===== src/hdl/assert_macros.svh =====
// ---------------------------------------------------------------------------
// assertion macros
// shared property wrappers clocked on i_clk, held off while i_rst_n is low
// ---------------------------------------------------------------------------
`ifndef ASSERT_MACROS_SVH
`define ASSERT_MACROS_SVH

// same-cycle implication
`define PMX_ASSERT_IMP(lbl, ante, cons, msg) \
    lbl: assert property (@(posedge i_clk) disable iff (!i_rst_n) (ante) |-> (cons)) \
        else $error(msg);

// next-cycle implication
`define PMX_ASSERT_NXT(lbl, ante, cons, msg) \
    lbl: assert property (@(posedge i_clk) disable iff (!i_rst_n) (ante) |=> (cons)) \
        else $error(msg);

`endif


===== src/hdl/pmx_pkg.sv =====
`timescale 1ns / 1ps
// ---------------------------------------------------------------------------
// pmx_pkg
// shared widths, constants and types of the crossover block
// ---------------------------------------------------------------------------
package pmx_pkg;

    localparam int GENE_W        = 6;
    localparam int GENE_N        = 64;
    localparam int LEN_W         = 7;
    localparam int MAX_GENES_DEF = 64;
    localparam int QUEUE_DEPTH   = 4;

    localparam logic [LEN_W-1:0] TOUR_LEN_RST = 7'd64;
    localparam logic [LEN_W-1:0] MIN_LEN      = 7'd2;

    // one loaded gene pair with the set information it belongs to
    typedef struct packed {
        logic [GENE_W-1:0] gene_a;
        logic [GENE_W-1:0] gene_b;
        logic [GENE_W-1:0] pos;
        logic              last;
        logic [LEN_W-1:0]  len;
        logic [GENE_W-1:0] seg_s;
        logic [GENE_W-1:0] seg_e;
    } t_fe_item;

    // one child position
    typedef struct packed {
        logic [GENE_W-1:0] pos;
        logic [GENE_W-1:0] gene_a;
        logic [GENE_W-1:0] gene_b;
        logic              err;
        logic              last;
    } t_result;

endpackage


===== src/hdl/partially_mapped_crossover.sv =====
`timescale 1ns / 1ps
// loading: a set of n gene pairs loads at one request per cycle while the queue is not full;
//   the back pops pairs only in its load state and builds the maps after the last pair
// walks: each child position walks its two mapping chains, one map read per step,
//   each walk capped at n steps; segment positions need no walk
// reset: synchronous active-low; length register back to 64, queue and maps empty
// ---------------------------------------------------------------------------
// partially_mapped_crossover
// pmx crossover of two parent permutations streamed in as gene pairs
// ---------------------------------------------------------------------------
module partially_mapped_crossover #(
    parameter int MAX_GENES = pmx_pkg::MAX_GENES_DEF
) (
    input  logic        i_clk,
    input  logic        i_rst_n,
    // tour length register, written whenever the write enable is high
    input  logic        i_cfg_we,
    input  logic [6:0]  i_cfg_wdata,
    // gene pair requests
    input  logic        s_axis_tvalid,
    output logic        s_axis_tready,
    // parent_a_gene, parent_b_gene, cut_start, cut_end (cuts used on first pair only)
    input  logic [23:0] s_axis_tdata,
    // child position results
    output logic        m_axis_tvalid,
    input  logic        m_axis_tready,
    // position, child_a_gene, child_b_gene, zero pad
    output logic [23:0] m_axis_tdata,
    // chain_error
    output logic        m_axis_tuser,
    output logic        m_axis_tlast
);

    localparam int GW = pmx_pkg::GENE_W;

    // front to queue
    logic              fe_push;
    pmx_pkg::t_fe_item fe_item;
    logic              q_full;

    // queue to back
    logic              q_valid;
    pmx_pkg::t_fe_item q_item;
    logic              q_pop;

    // back result register
    pmx_pkg::t_result  res;

    // front: length clamp, cut clamp and ordering, set boundary tagging
    pmx_front #(
        .MAX_GENES (MAX_GENES)
    ) u_front (
        .i_clk       (i_clk),
        .i_rst_n     (i_rst_n),
        .i_cfg_we    (i_cfg_we),
        .i_cfg_wdata (i_cfg_wdata),
        .i_valid     (s_axis_tvalid),
        .o_ready     (s_axis_tready),
        .i_gene_a    (s_axis_tdata[GW-1:0]),
        .i_gene_b    (s_axis_tdata[2*GW-1:GW]),
        .i_cut_s     (s_axis_tdata[3*GW-1:2*GW]),
        .i_cut_e     (s_axis_tdata[4*GW-1:3*GW]),
        .i_q_full    (q_full),
        .o_push      (fe_push),
        .o_item      (fe_item)
    );

    // decoupling queue: front keeps taking pairs while the back is busy, until the queue is full
    pmx_queue u_queue (
        .i_clk   (i_clk),
        .i_rst_n (i_rst_n),
        .i_push  (fe_push),
        .i_item  (fe_item),
        .o_full  (q_full),
        .o_valid (q_valid),
        .o_item  (q_item),
        .i_pop   (q_pop)
    );

    // back: parent stores, map build, chain walks, output register
    pmx_back #(
        .MAX_GENES (MAX_GENES)
    ) u_back (
        .i_clk       (i_clk),
        .i_rst_n     (i_rst_n),
        .i_q_valid   (q_valid),
        .i_q_item    (q_item),
        .o_q_pop     (q_pop),
        .o_out_valid (m_axis_tvalid),
        .i_out_ready (m_axis_tready),
        .o_out       (res)
    );

    // pack result fields, lowest first
    assign m_axis_tdata = {6'b0, res.gene_b, res.gene_a, res.pos};
    assign m_axis_tuser = res.err;
    assign m_axis_tlast = res.last;

endmodule


===== src/hdl/pmx_front.sv =====
`timescale 1ns / 1ps
// ---------------------------------------------------------------------------
// pmx_front
// takes requests, holds the length register, clamps cuts, tags set ends
// ---------------------------------------------------------------------------
module pmx_front #(
    parameter int MAX_GENES = pmx_pkg::MAX_GENES_DEF
) (
    input  logic                        i_clk,
    input  logic                        i_rst_n,
    input  logic                        i_cfg_we,
    input  logic [pmx_pkg::LEN_W-1:0]   i_cfg_wdata,
    input  logic                        i_valid,
    output logic                        o_ready,
    input  logic [pmx_pkg::GENE_W-1:0]  i_gene_a,
    input  logic [pmx_pkg::GENE_W-1:0]  i_gene_b,
    input  logic [pmx_pkg::GENE_W-1:0]  i_cut_s,
    input  logic [pmx_pkg::GENE_W-1:0]  i_cut_e,
    input  logic                        i_q_full,
    output logic                        o_push,
    output pmx_pkg::t_fe_item           o_item
);

    localparam int LW = pmx_pkg::LEN_W;
    localparam int GW = pmx_pkg::GENE_W;
    localparam logic [LW-1:0] MAX_LEN = LW'(MAX_GENES);

    logic [LW-1:0] r_tour_len, n_tour_len;
    logic [LW-1:0] r_cnt, n_cnt;
    logic [LW-1:0] r_len, n_len;
    logic [GW-1:0] r_s, n_s;
    logic [GW-1:0] r_e, n_e;

    logic [LW-1:0] len_c, lm1, len_use;
    logic [GW-1:0] s_cl, e_cl, s_c, e_c, s_use, e_use;
    logic          first, last;

    always_comb begin
        len_c = r_tour_len;
        if (len_c < pmx_pkg::MIN_LEN) begin
            len_c = pmx_pkg::MIN_LEN;
        end
        if (len_c > MAX_LEN) begin
            len_c = MAX_LEN;
        end
        lm1  = len_c - LW'(1);
        s_cl = ({1'b0, i_cut_s} > lm1) ? lm1[GW-1:0] : i_cut_s;
        e_cl = ({1'b0, i_cut_e} > lm1) ? lm1[GW-1:0] : i_cut_e;
        // reversed cuts are put into order
        s_c  = (s_cl > e_cl) ? e_cl : s_cl;
        e_c  = (s_cl > e_cl) ? s_cl : e_cl;

        first   = (r_cnt == '0);
        len_use = first ? len_c : r_len;
        s_use   = first ? s_c : r_s;
        e_use   = first ? e_c : r_e;
        last    = ((r_cnt + LW'(1)) == len_use);
    end

    assign o_ready = !i_q_full;
    assign o_push  = i_valid && !i_q_full;

    always_comb begin
        o_item.gene_a = i_gene_a;
        o_item.gene_b = i_gene_b;
        o_item.pos    = r_cnt[GW-1:0];
        o_item.last   = last;
        o_item.len    = len_use;
        o_item.seg_s  = s_use;
        o_item.seg_e  = e_use;
    end

    always_comb begin
        n_tour_len = r_tour_len;
        n_cnt      = r_cnt;
        n_len      = r_len;
        n_s        = r_s;
        n_e        = r_e;
        if (i_cfg_we) begin
            n_tour_len = i_cfg_wdata;
        end
        if (o_push) begin
            n_len = len_use;
            n_s   = s_use;
            n_e   = e_use;
            n_cnt = last ? '0 : r_cnt + LW'(1);
        end
    end

    always_ff @(posedge i_clk) begin
        if (!i_rst_n) begin
            r_tour_len <= pmx_pkg::TOUR_LEN_RST;
            r_cnt      <= '0;
            r_len      <= pmx_pkg::TOUR_LEN_RST;
            r_s        <= '0;
            r_e        <= '0;
        end else begin
            r_tour_len <= n_tour_len;
            r_cnt      <= n_cnt;
            r_len      <= n_len;
            r_s        <= n_s;
            r_e        <= n_e;
        end
    end

endmodule


===== src/hdl/pmx_queue.sv =====
`timescale 1ns / 1ps
// ---------------------------------------------------------------------------
// pmx_queue
// short fifo of loaded gene pairs between front and back
// ---------------------------------------------------------------------------
module pmx_queue (
    input  logic              i_clk,
    input  logic              i_rst_n,
    input  logic              i_push,
    input  pmx_pkg::t_fe_item i_item,
    output logic              o_full,
    output logic              o_valid,
    output pmx_pkg::t_fe_item o_item,
    input  logic              i_pop
);

    localparam int DEPTH = pmx_pkg::QUEUE_DEPTH;
    localparam int PTR_W = $clog2(DEPTH);
    localparam int CNT_W = $clog2(DEPTH + 1);

    pmx_pkg::t_fe_item r_buf [DEPTH];

    logic [PTR_W-1:0] r_wp, n_wp;
    logic [PTR_W-1:0] r_rp, n_rp;
    logic [CNT_W-1:0] r_cnt, n_cnt;

    assign o_full  = (r_cnt == CNT_W'(DEPTH));
    assign o_valid = (r_cnt != '0);
    assign o_item  = r_buf[r_rp];

    always_comb begin
        n_wp  = r_wp;
        n_rp  = r_rp;
        n_cnt = r_cnt;
        if (i_push) begin
            n_wp = (r_wp == PTR_W'(DEPTH - 1)) ? '0 : r_wp + PTR_W'(1);
        end
        if (i_pop) begin
            n_rp = (r_rp == PTR_W'(DEPTH - 1)) ? '0 : r_rp + PTR_W'(1);
        end
        if (i_push && !i_pop) begin
            n_cnt = r_cnt + CNT_W'(1);
        end else if (!i_push && i_pop) begin
            n_cnt = r_cnt - CNT_W'(1);
        end
    end

    always_ff @(posedge i_clk) begin
        if (i_push) begin
            r_buf[r_wp] <= i_item;
        end
    end

    always_ff @(posedge i_clk) begin
        if (!i_rst_n) begin
            r_wp  <= '0;
            r_rp  <= '0;
            r_cnt <= '0;
        end else begin
            r_wp  <= n_wp;
            r_rp  <= n_rp;
            r_cnt <= n_cnt;
        end
    end

endmodule


===== src/hdl/pmx_back.sv =====
`timescale 1ns / 1ps
// ---------------------------------------------------------------------------
// pmx_back
// parent stores, map build over the segment, chain walks and child output
// ---------------------------------------------------------------------------
`include "assert_macros.svh"

module pmx_back #(
    parameter int MAX_GENES = pmx_pkg::MAX_GENES_DEF
) (
    input  logic              i_clk,
    input  logic              i_rst_n,
    input  logic              i_q_valid,
    input  pmx_pkg::t_fe_item i_q_item,
    output logic              o_q_pop,
    output logic              o_out_valid,
    input  logic              i_out_ready,
    output pmx_pkg::t_result  o_out
);

    localparam int GW = pmx_pkg::GENE_W;
    localparam int LW = pmx_pkg::LEN_W;
    localparam int GN = pmx_pkg::GENE_N;
    localparam int PW = $clog2(MAX_GENES);

    typedef enum logic [4:0] {
        ST_LOAD  = 5'b00001,
        ST_BUILD = 5'b00010,
        ST_DRAIN = 5'b00100,
        ST_FETCH = 5'b01000,
        ST_WALK  = 5'b10000
    } t_state;

    t_state r_st, n_st;

    logic [GW-1:0] r_idx, n_idx;
    logic [LW-1:0] r_len, n_len;
    logic [GW-1:0] r_s, n_s;
    logic [GW-1:0] r_e, n_e;
    logic          r_wr_pend, n_wr_pend;
    logic          r_first, n_first;
    logic          r_a_map, n_a_map;
    logic          r_b_map, n_b_map;
    logic [GW-1:0] r_ga, n_ga;
    logic [GW-1:0] r_gb, n_gb;
    logic [LW-1:0] r_ka, n_ka;
    logic [LW-1:0] r_kb, n_kb;
    logic [GN-1:0] r_vld_ba, n_vld_ba;
    logic [GN-1:0] r_vld_ab, n_vld_ab;
    logic          r_out_valid, n_out_valid;
    pmx_pkg::t_result r_out, n_out;

    logic [GW-1:0] mem_pa [MAX_GENES];
    logic [GW-1:0] mem_pb [MAX_GENES];
    logic [GW-1:0] mem_ba [GN];
    logic [GW-1:0] mem_ab [GN];
    logic [GW-1:0] r_rd_pa, r_rd_pb, r_rd_ba, r_rd_ab;

    logic          pop, in_seg, walking, va, vb, cont_a, cont_b, done, out_free, emit;
    logic          is_last;
    logic [GW-1:0] cur_a, cur_b;

    always_comb begin
        pop      = i_q_valid && (r_st == ST_LOAD);
        in_seg   = (r_idx >= r_s) && (r_idx <= r_e);
        // chain head comes from the parent read, then from the map reads
        cur_a    = r_first ? r_rd_pa : (r_a_map ? r_rd_ba : r_ga);
        cur_b    = r_first ? r_rd_pb : (r_b_map ? r_rd_ab : r_gb);
        va       = r_vld_ba[cur_a];
        vb       = r_vld_ab[cur_b];
        walking  = (r_st == ST_WALK);
        cont_a   = walking && !in_seg && va && (r_ka < r_len);
        cont_b   = walking && !in_seg && vb && (r_kb < r_len);
        done     = walking && !cont_a && !cont_b;
        out_free = !r_out_valid || i_out_ready;
        emit     = done && out_free;
        is_last  = (({1'b0, r_idx} + LW'(1)) == r_len);
    end

    assign o_q_pop     = pop;
    assign o_out_valid = r_out_valid;
    assign o_out       = r_out;

    always_comb begin
        n_st        = r_st;
        n_idx       = r_idx;
        n_len       = r_len;
        n_s         = r_s;
        n_e         = r_e;
        n_wr_pend   = 1'b0;
        n_first     = r_first;
        n_a_map     = r_a_map;
        n_b_map     = r_b_map;
        n_ga        = r_ga;
        n_gb        = r_gb;
        n_ka        = r_ka;
        n_kb        = r_kb;
        n_vld_ba    = r_vld_ba;
        n_vld_ab    = r_vld_ab;
        n_out_valid = r_out_valid;
        n_out       = r_out;

        case (r_st)
            ST_LOAD: begin
                if (pop && i_q_item.last) begin
                    n_len    = i_q_item.len;
                    n_s      = i_q_item.seg_s;
                    n_e      = i_q_item.seg_e;
                    n_idx    = i_q_item.seg_s;
                    n_vld_ba = '0;
                    n_vld_ab = '0;
                    n_st     = ST_BUILD;
                end
            end
            ST_BUILD: begin
                n_wr_pend = 1'b1;
                if (r_idx == r_e) begin
                    n_st = ST_DRAIN;
                end else begin
                    n_idx = r_idx + GW'(1);
                end
            end
            ST_DRAIN: begin
                n_idx = '0;
                n_st  = ST_FETCH;
            end
            ST_FETCH: begin
                n_first = 1'b1;
                n_a_map = 1'b0;
                n_b_map = 1'b0;
                n_ka    = '0;
                n_kb    = '0;
                n_st    = ST_WALK;
            end
            ST_WALK: begin
                n_first = 1'b0;
                n_ga    = cur_a;
                n_gb    = cur_b;
                n_a_map = cont_a;
                n_b_map = cont_b;
                n_ka    = r_ka + LW'(cont_a);
                n_kb    = r_kb + LW'(cont_b);
                if (emit) begin
                    if (is_last) begin
                        n_st = ST_LOAD;
                    end else begin
                        n_idx = r_idx + GW'(1);
                        n_st  = ST_FETCH;
                    end
                end
            end
            default: begin
                n_st = ST_LOAD;
            end
        endcase

        // later segment positions overwrite earlier keys
        if (r_wr_pend) begin
            n_vld_ba[r_rd_pb] = 1'b1;
            n_vld_ab[r_rd_pa] = 1'b1;
        end

        if (emit) begin
            n_out_valid  = 1'b1;
            n_out.pos    = r_idx;
            n_out.gene_a = in_seg ? r_rd_pb : cur_a;
            n_out.gene_b = in_seg ? r_rd_pa : cur_b;
            n_out.err    = !in_seg && (va || vb);
            n_out.last   = is_last;
        end else if (i_out_ready) begin
            n_out_valid = 1'b0;
        end
    end

    // parent stores
    always_ff @(posedge i_clk) begin
        if (pop) begin
            mem_pa[i_q_item.pos[PW-1:0]] <= i_q_item.gene_a;
            mem_pb[i_q_item.pos[PW-1:0]] <= i_q_item.gene_b;
        end
        r_rd_pa <= mem_pa[r_idx[PW-1:0]];
        r_rd_pb <= mem_pb[r_idx[PW-1:0]];
    end

    // mapping tables
    always_ff @(posedge i_clk) begin
        if (r_wr_pend) begin
            mem_ba[r_rd_pb] <= r_rd_pa;
            mem_ab[r_rd_pa] <= r_rd_pb;
        end
        r_rd_ba <= mem_ba[cur_a];
        r_rd_ab <= mem_ab[cur_b];
    end

    always_ff @(posedge i_clk) begin
        r_ga  <= n_ga;
        r_gb  <= n_gb;
        r_ka  <= n_ka;
        r_kb  <= n_kb;
        r_out <= n_out;
    end

    always_ff @(posedge i_clk) begin
        if (!i_rst_n) begin
            r_st        <= ST_LOAD;
            r_idx       <= '0;
            r_len       <= pmx_pkg::TOUR_LEN_RST;
            r_s         <= '0;
            r_e         <= '0;
            r_wr_pend   <= 1'b0;
            r_first     <= 1'b0;
            r_a_map     <= 1'b0;
            r_b_map     <= 1'b0;
            r_vld_ba    <= '0;
            r_vld_ab    <= '0;
            r_out_valid <= 1'b0;
        end else begin
            r_st        <= n_st;
            r_idx       <= n_idx;
            r_len       <= n_len;
            r_s         <= n_s;
            r_e         <= n_e;
            r_wr_pend   <= n_wr_pend;
            r_first     <= n_first;
            r_a_map     <= n_a_map;
            r_b_map     <= n_b_map;
            r_vld_ba    <= n_vld_ba;
            r_vld_ab    <= n_vld_ab;
            r_out_valid <= n_out_valid;
        end
    end

    `PMX_ASSERT_IMP(a_map_wr_phase, r_wr_pend, (r_st == ST_BUILD) || (r_st == ST_DRAIN), "map write outside build")
    `PMX_ASSERT_IMP(a_seg_order, r_st == ST_BUILD, (r_s <= r_idx) && (r_idx <= r_e), "segment walk out of order")
    `PMX_ASSERT_IMP(a_fetch_range, r_st == ST_FETCH, {1'b0, r_idx} < r_len, "position beyond set length")
    `PMX_ASSERT_IMP(a_walk_cap, r_st == ST_WALK, (r_ka <= r_len) && (r_kb <= r_len), "chain walk past cap")
    `PMX_ASSERT_NXT(a_map_clear, pop && i_q_item.last, (r_vld_ba == '0) && (r_vld_ab == '0), "maps not cleared for set")

endmodule

===== config.mk =====
export PLATFORM = sky130hd
export DESIGN_NAME = partially_mapped_crossover
export DESIGN_NICKNAME = d
export VERILOG_FILES = /design/src/hdl/pmx_pkg.sv /design/src/hdl/partially_mapped_crossover.sv /design/src/hdl/pmx_front.sv /design/src/hdl/pmx_queue.sv /design/src/hdl/pmx_back.sv
export VERILOG_INCLUDE_DIRS = /design/src /design/src/hdl
export SDC_FILE = /design/constraint.sdc
export NUM_CORES = 2
export LEC_CHECK = 0
export ABC_AREA = 1
export BUFFER_PORTS_ARGS = -buffer_cell sky130_fd_sc_hd__buf_2
export CAP_MARGIN = 20
export CORE_MARGIN = 5
export CORE_UTILIZATION = 26
export CTS_CLUSTER_DIAMETER = 100
export DETAILED_ROUTE_END_ITERATION = 10
export HOLD_SLACK_MARGIN = 0.02
export PLACE_DENSITY = 0.4
export RECOVER_POWER = 25
export SYNTH_ARGS = -nofsm -noshare
export SYNTH_HDL_FRONTEND = slang
export SYNTH_SLANG_ARGS = --single-unit

===== constraint.sdc =====
create_clock -name i_clk -period 12.6 [get_ports i_clk]
set_input_delay 1.89 -clock i_clk [delete_from_list [all_inputs] [get_ports i_clk]]
set_output_delay 1.89 -clock i_clk [all_outputs]
set_load 0.05 [all_outputs]

==> key figures <==
STA
  • Final slew viol count: roughly 1200
  • Max Fclk: approximately 0.13 GHz
  • Post-route minimum period: between 7 and 8 ns
  • Clock Skew: between 0.06 and 0.07 ns
  • Hold Slack: about 0.47 ns
  • TNS Setup: 0 ns
  • Setup violations, final: 0
  • Slew @ Worst Pin: ~4.5 ns
  • RSZ-0062 raised after global routing: no
  • Final Cycle Share: 62.5%
  • Relative slew slack: -199%
  • Final Hold Viols: 0

Synth
  • Avg Synthesized Cell Area: approximately 12 um^2
  • Synth area leaders: edfxtp_1 65%, nor2_1 7.6%, dfxtp_1 5.8%
  • Synth unique cells: between 60 and 70
  • Syn Inst Count: about 6700
  • Post-synth ARST share: 0%
  • EDFF count, synth: between 1500 and 2000
  • Ys Warns: 0
  • Dominant cell type by area after synthesis: edfxtp_1
  • Top-area cell type share of the netlist area: between 60% and 70%
  • Synthesized cell area: 0.0796 mm^2
  • Synth Register Bits: between 1500 and 2000
  • Seq/Total Area, Yosys: about 71%
  • Main synth FF type: edfxtp_1

Power
  • P_leak: around 0.030 uW
  • Sw Ratio: 32.4%
  • Max IR drop VDD: approximately 0.13 mV
  • P_sw: roughly 6100 uW
  • Reg power frac: between 40 and 50%
  • Pwr/cell area: 207 mW/mm^2
  • Int Pwr: approximately 13000 uW
  • Logic pwr share: 21.9%
  • Clock network fraction of design power: ~33%

CTS
  • Clk sinks: ~2000
  • CTS resizes: 0
  • Htree depth: 4
  • CTS buffer count: approximately 220
  • Hold_buf cts: 0
  • Skew-Pair Late Insertion Delay: slightly below 0.9 ns
  • Postcts setup bufs: 0
  • Reg clk slew, reported paths: around 0.060 ns
  • Clock Tree Root: clkbuf_16
  • Clk buf depth: 4
  • CTS tree: done

Final layout
  • Final Util: about 30%
  • Share of cells above drive strength 1: roughly 8.4%
  • Layout Area Growth over Synthesis: 14.9%
  • Commonest non-fill, non-tap cell in the layout: edfxtp_1
  • Fillers: about 31000
  • Most frequent cells in the layout: 1734 x edfxtp_1, 1604 x nor2_1, 734 x o21ai_0, 381 x nand2_1, 307 x nand3_1
  • Nets: around 6800

Route
  • Initial DRC Count: 4605
  • Initial DRT Pass Iterations: 6
  • Remaining antenna violation count after routing: 0
  • Per-cell routed wire length: 22.4 um
  • WL final: about 250000 um
  • Routed vias: between 50000 and 60000
  • Vias/cell: ~4.8
  • Residual DRC: 0

Flow run
  • Max-cap viol count: 24

Place
  • HPWL after DPL: around 140000 um
  • Port buffer count: 57
  • RePlAce Congestion: 0.767

Critical path
  • RR Endpoint: u_back.r_ka[6]
  • R2r setup slk: between 4 and 5 ns
  • Setup Crit Path Kind: reg -> reg
  • Endpoint type of the worst setup path: flop
  • FF-to-FF path depth: 19
  • Most common cell on crit path: inv_1
  • CP startpoint kind: flop
  • Worst Setup EP: u_back.r_ka[6]
  • Critical path's top delay family: buffers and inverters
  • Slowest cell delay on critical path: between 3 and 4 ns
  • CP Launch Point: u_back.r_rd_pa[4]
  • WP buf/inv: 7
  • Max Fanout on Critical Path: 69
  • Reg2reg start: u_back.r_rd_pa[4]
  • WP depth: 19
  • Worst path slowest cell: clkbuf_1
  • Critical Path AT: around 8.5 ns
  • Critical path cell sequence: clkbuf_1 -> inv_1 -> o21ai_1 -> buf_4 -> inv_1 -> nand3_1 -> nand3_2 -> nand3_2 -> inv_1 -> ha_1 -> ha_1 -> nand2_1 -> nor2_1 -> inv_1 -> nor2_1 -> inv_1 -> nor2_1 -> xnor2_1 -> nor2_1
  • CP required: between 10 and 15 ns

Global route
  • Tot GR Track Use: about 15%
  • Largest net degree at the start of global routing: 110
  • Initial antenna violation count: 5
  • Vias in the first global route: 51100
  • First-pass GRT wire length: between 300000 and 400000 um
  • Global route total overflow: 0

Floorplanning
  • Die X: roughly 560 um
  • Die area: between 0.3 and 0.4 mm^2
  • Top Ports: 64
  • Initial Util: a little over a quarter
  • Total core area: 0.305 mm^2
  • Die height: between 500 and 600 um
  • FP Rows: about 200

Worst hold path
  • Hold Crit Class: reg -> reg

Run status
  • Failing checks: max-capacitance violations, max-slew violations
  • Status: finished with violations
-- synth_stat cells (all sizes together), types with 5 or more instances --
master,n
edfxtp,1734
nor2,1616
o21ai,747
nand2,393
nand3,316
clkbuf,293
a21oi,267
dfxtp,229
inv,215
o22ai,189
buf,144
o211ai,118
o32ai,100
o311ai,98
o221ai,55
ha,50
nor3,29
xor2,15
a31oi,13
nand4,12
or2,9
a32oi,7
nor4,7
o21bai,5
-- cell families (layout without fill, tap and decap cells) --
logic type      count (synthesis)  count (layout)  share of synthesized area (%)
flops                        1963            1963                           71.2
xor+xnor                       19              19                          0.218
other cells                     1              10                        0.00471
fa+ha+maj                      51              51                          0.811
buf+inv                       652             827                           3.44
simple gates                 2390            2390                           12.1
compound gates               1614            1614                           12.2
-- flip-flops by register name (all words and copies together), names as in the netlist, 7 cells and up, named ones only --
register	flops
u_queue.r_buf	152
u_back.mem_pb	384
u_back.o_out	20
u_back.r_ka	7
u_front.r_cnt	7
u_back.mem_ab	384
u_back.mem_pa	384
u_back.r_len	7
u_back.mem_ba	384
u_back.r_vld_ab	64
u_back.r_kb	7
u_front.r_len	7
u_back.r_vld_ba	64
u_front.r_tour_len	7
-- worst register-to-register path, stage by stage, from the launching register on --
cell and delay [ns]:
dfxtp_1 0.31, clkbuf_1 3.10, inv_1 1.34, o21ai_1 0.49
buf_4 0.37, inv_1 0.36, nand3_1 0.21, nand3_2 0.17
nand3_2 0.28, inv_1 0.07, ha_1 0.21, ha_1 0.20
nand2_1 0.07, nor2_1 0.04, inv_1 0.07, nor2_1 0.04
inv_1 0.06, nor2_1 0.05, xnor2_1 0.12, nor2_1 0.05
-- per-layer routing --
| layer | vias up | track usage (%) | share of wire [%] |
|---|---|---|---|
| li1 | 24400 | - | - |
| met4 | 0 | 4.24 | 2.8 |
| met1 | 26500 | 21.0 | 47 |
| met5 | - | 0 | 0 |
| met2 | 1194 | 24.0 | 46 |
| met3 | 363 | 2.06 | 4.4 |
-- layout make-up --
class / count / area, um^2 / share of cell area (%)
clock buffer: 307 / 6090 / 6.65
sequential: 1963 / 56700 / 62.0
multi-input combinational: 4080 / 20500 / 22.4
clock inverter: 90 / 836 / 0.914
inverter: 215 / 832 / 0.910
antenna: 4 / 10.0 / 0.0109
timing repair buffer: 215 / 1400 / 1.53
tap: 4100 / 5130 / 5.61
-- power groups by stage --
| stage | Combinational [uW] | Clock, uW | Sequential, uW |
|---|---|---|---|
| 4_1_cts | 4240 | 6440 | 8420 |
| 3_5_place_dp | 4240 | 0 | 8560 |
| 2_1_floorplan | 2050 | 0 | 8680 |
| 6_report | 4130 | 6280 | 8480 |
| 5_1_grt | 4530 | 6720 | 8510 |
| 3_3_place_gp | 4210 | 0 | 8550 |
-- per-stage QoR --
stage                     cell area [um^2]  setup WS, ns  power [uW]  cells
final                                91500          4.73       18900  11000
after global routing                 91500          4.14       19800  11000
after CTS                            91600          6.87       19100  11000
after detailed placement             84700          6.38       12800  10600
after global placement               84700          6.40       12800  10600
after floorplan                      79600          7.69       10700   6695
-- how the worst min path moves through the flow --
stage	endpoint	startpoint	slack [ns]	cells past startpoint
2_1_floorplan	u_front.r_len[6]	u_front.r_len[6]	0.43	2
3_3_place_gp	u_back.r_s[5]	u_back.r_s[5]	0.45	2
3_5_place_dp	u_front.r_len[6]	u_front.r_len[6]	0.46	2
4_1_cts	u_front.r_len[6]	u_front.r_len[6]	0.47	2
5_1_grt	u_front.r_len[6]	u_front.r_len[6]	0.49	2
6_report	u_front.r_len[6]	u_front.r_len[6]	0.47	2
Power figures use the tool's default switching activity.
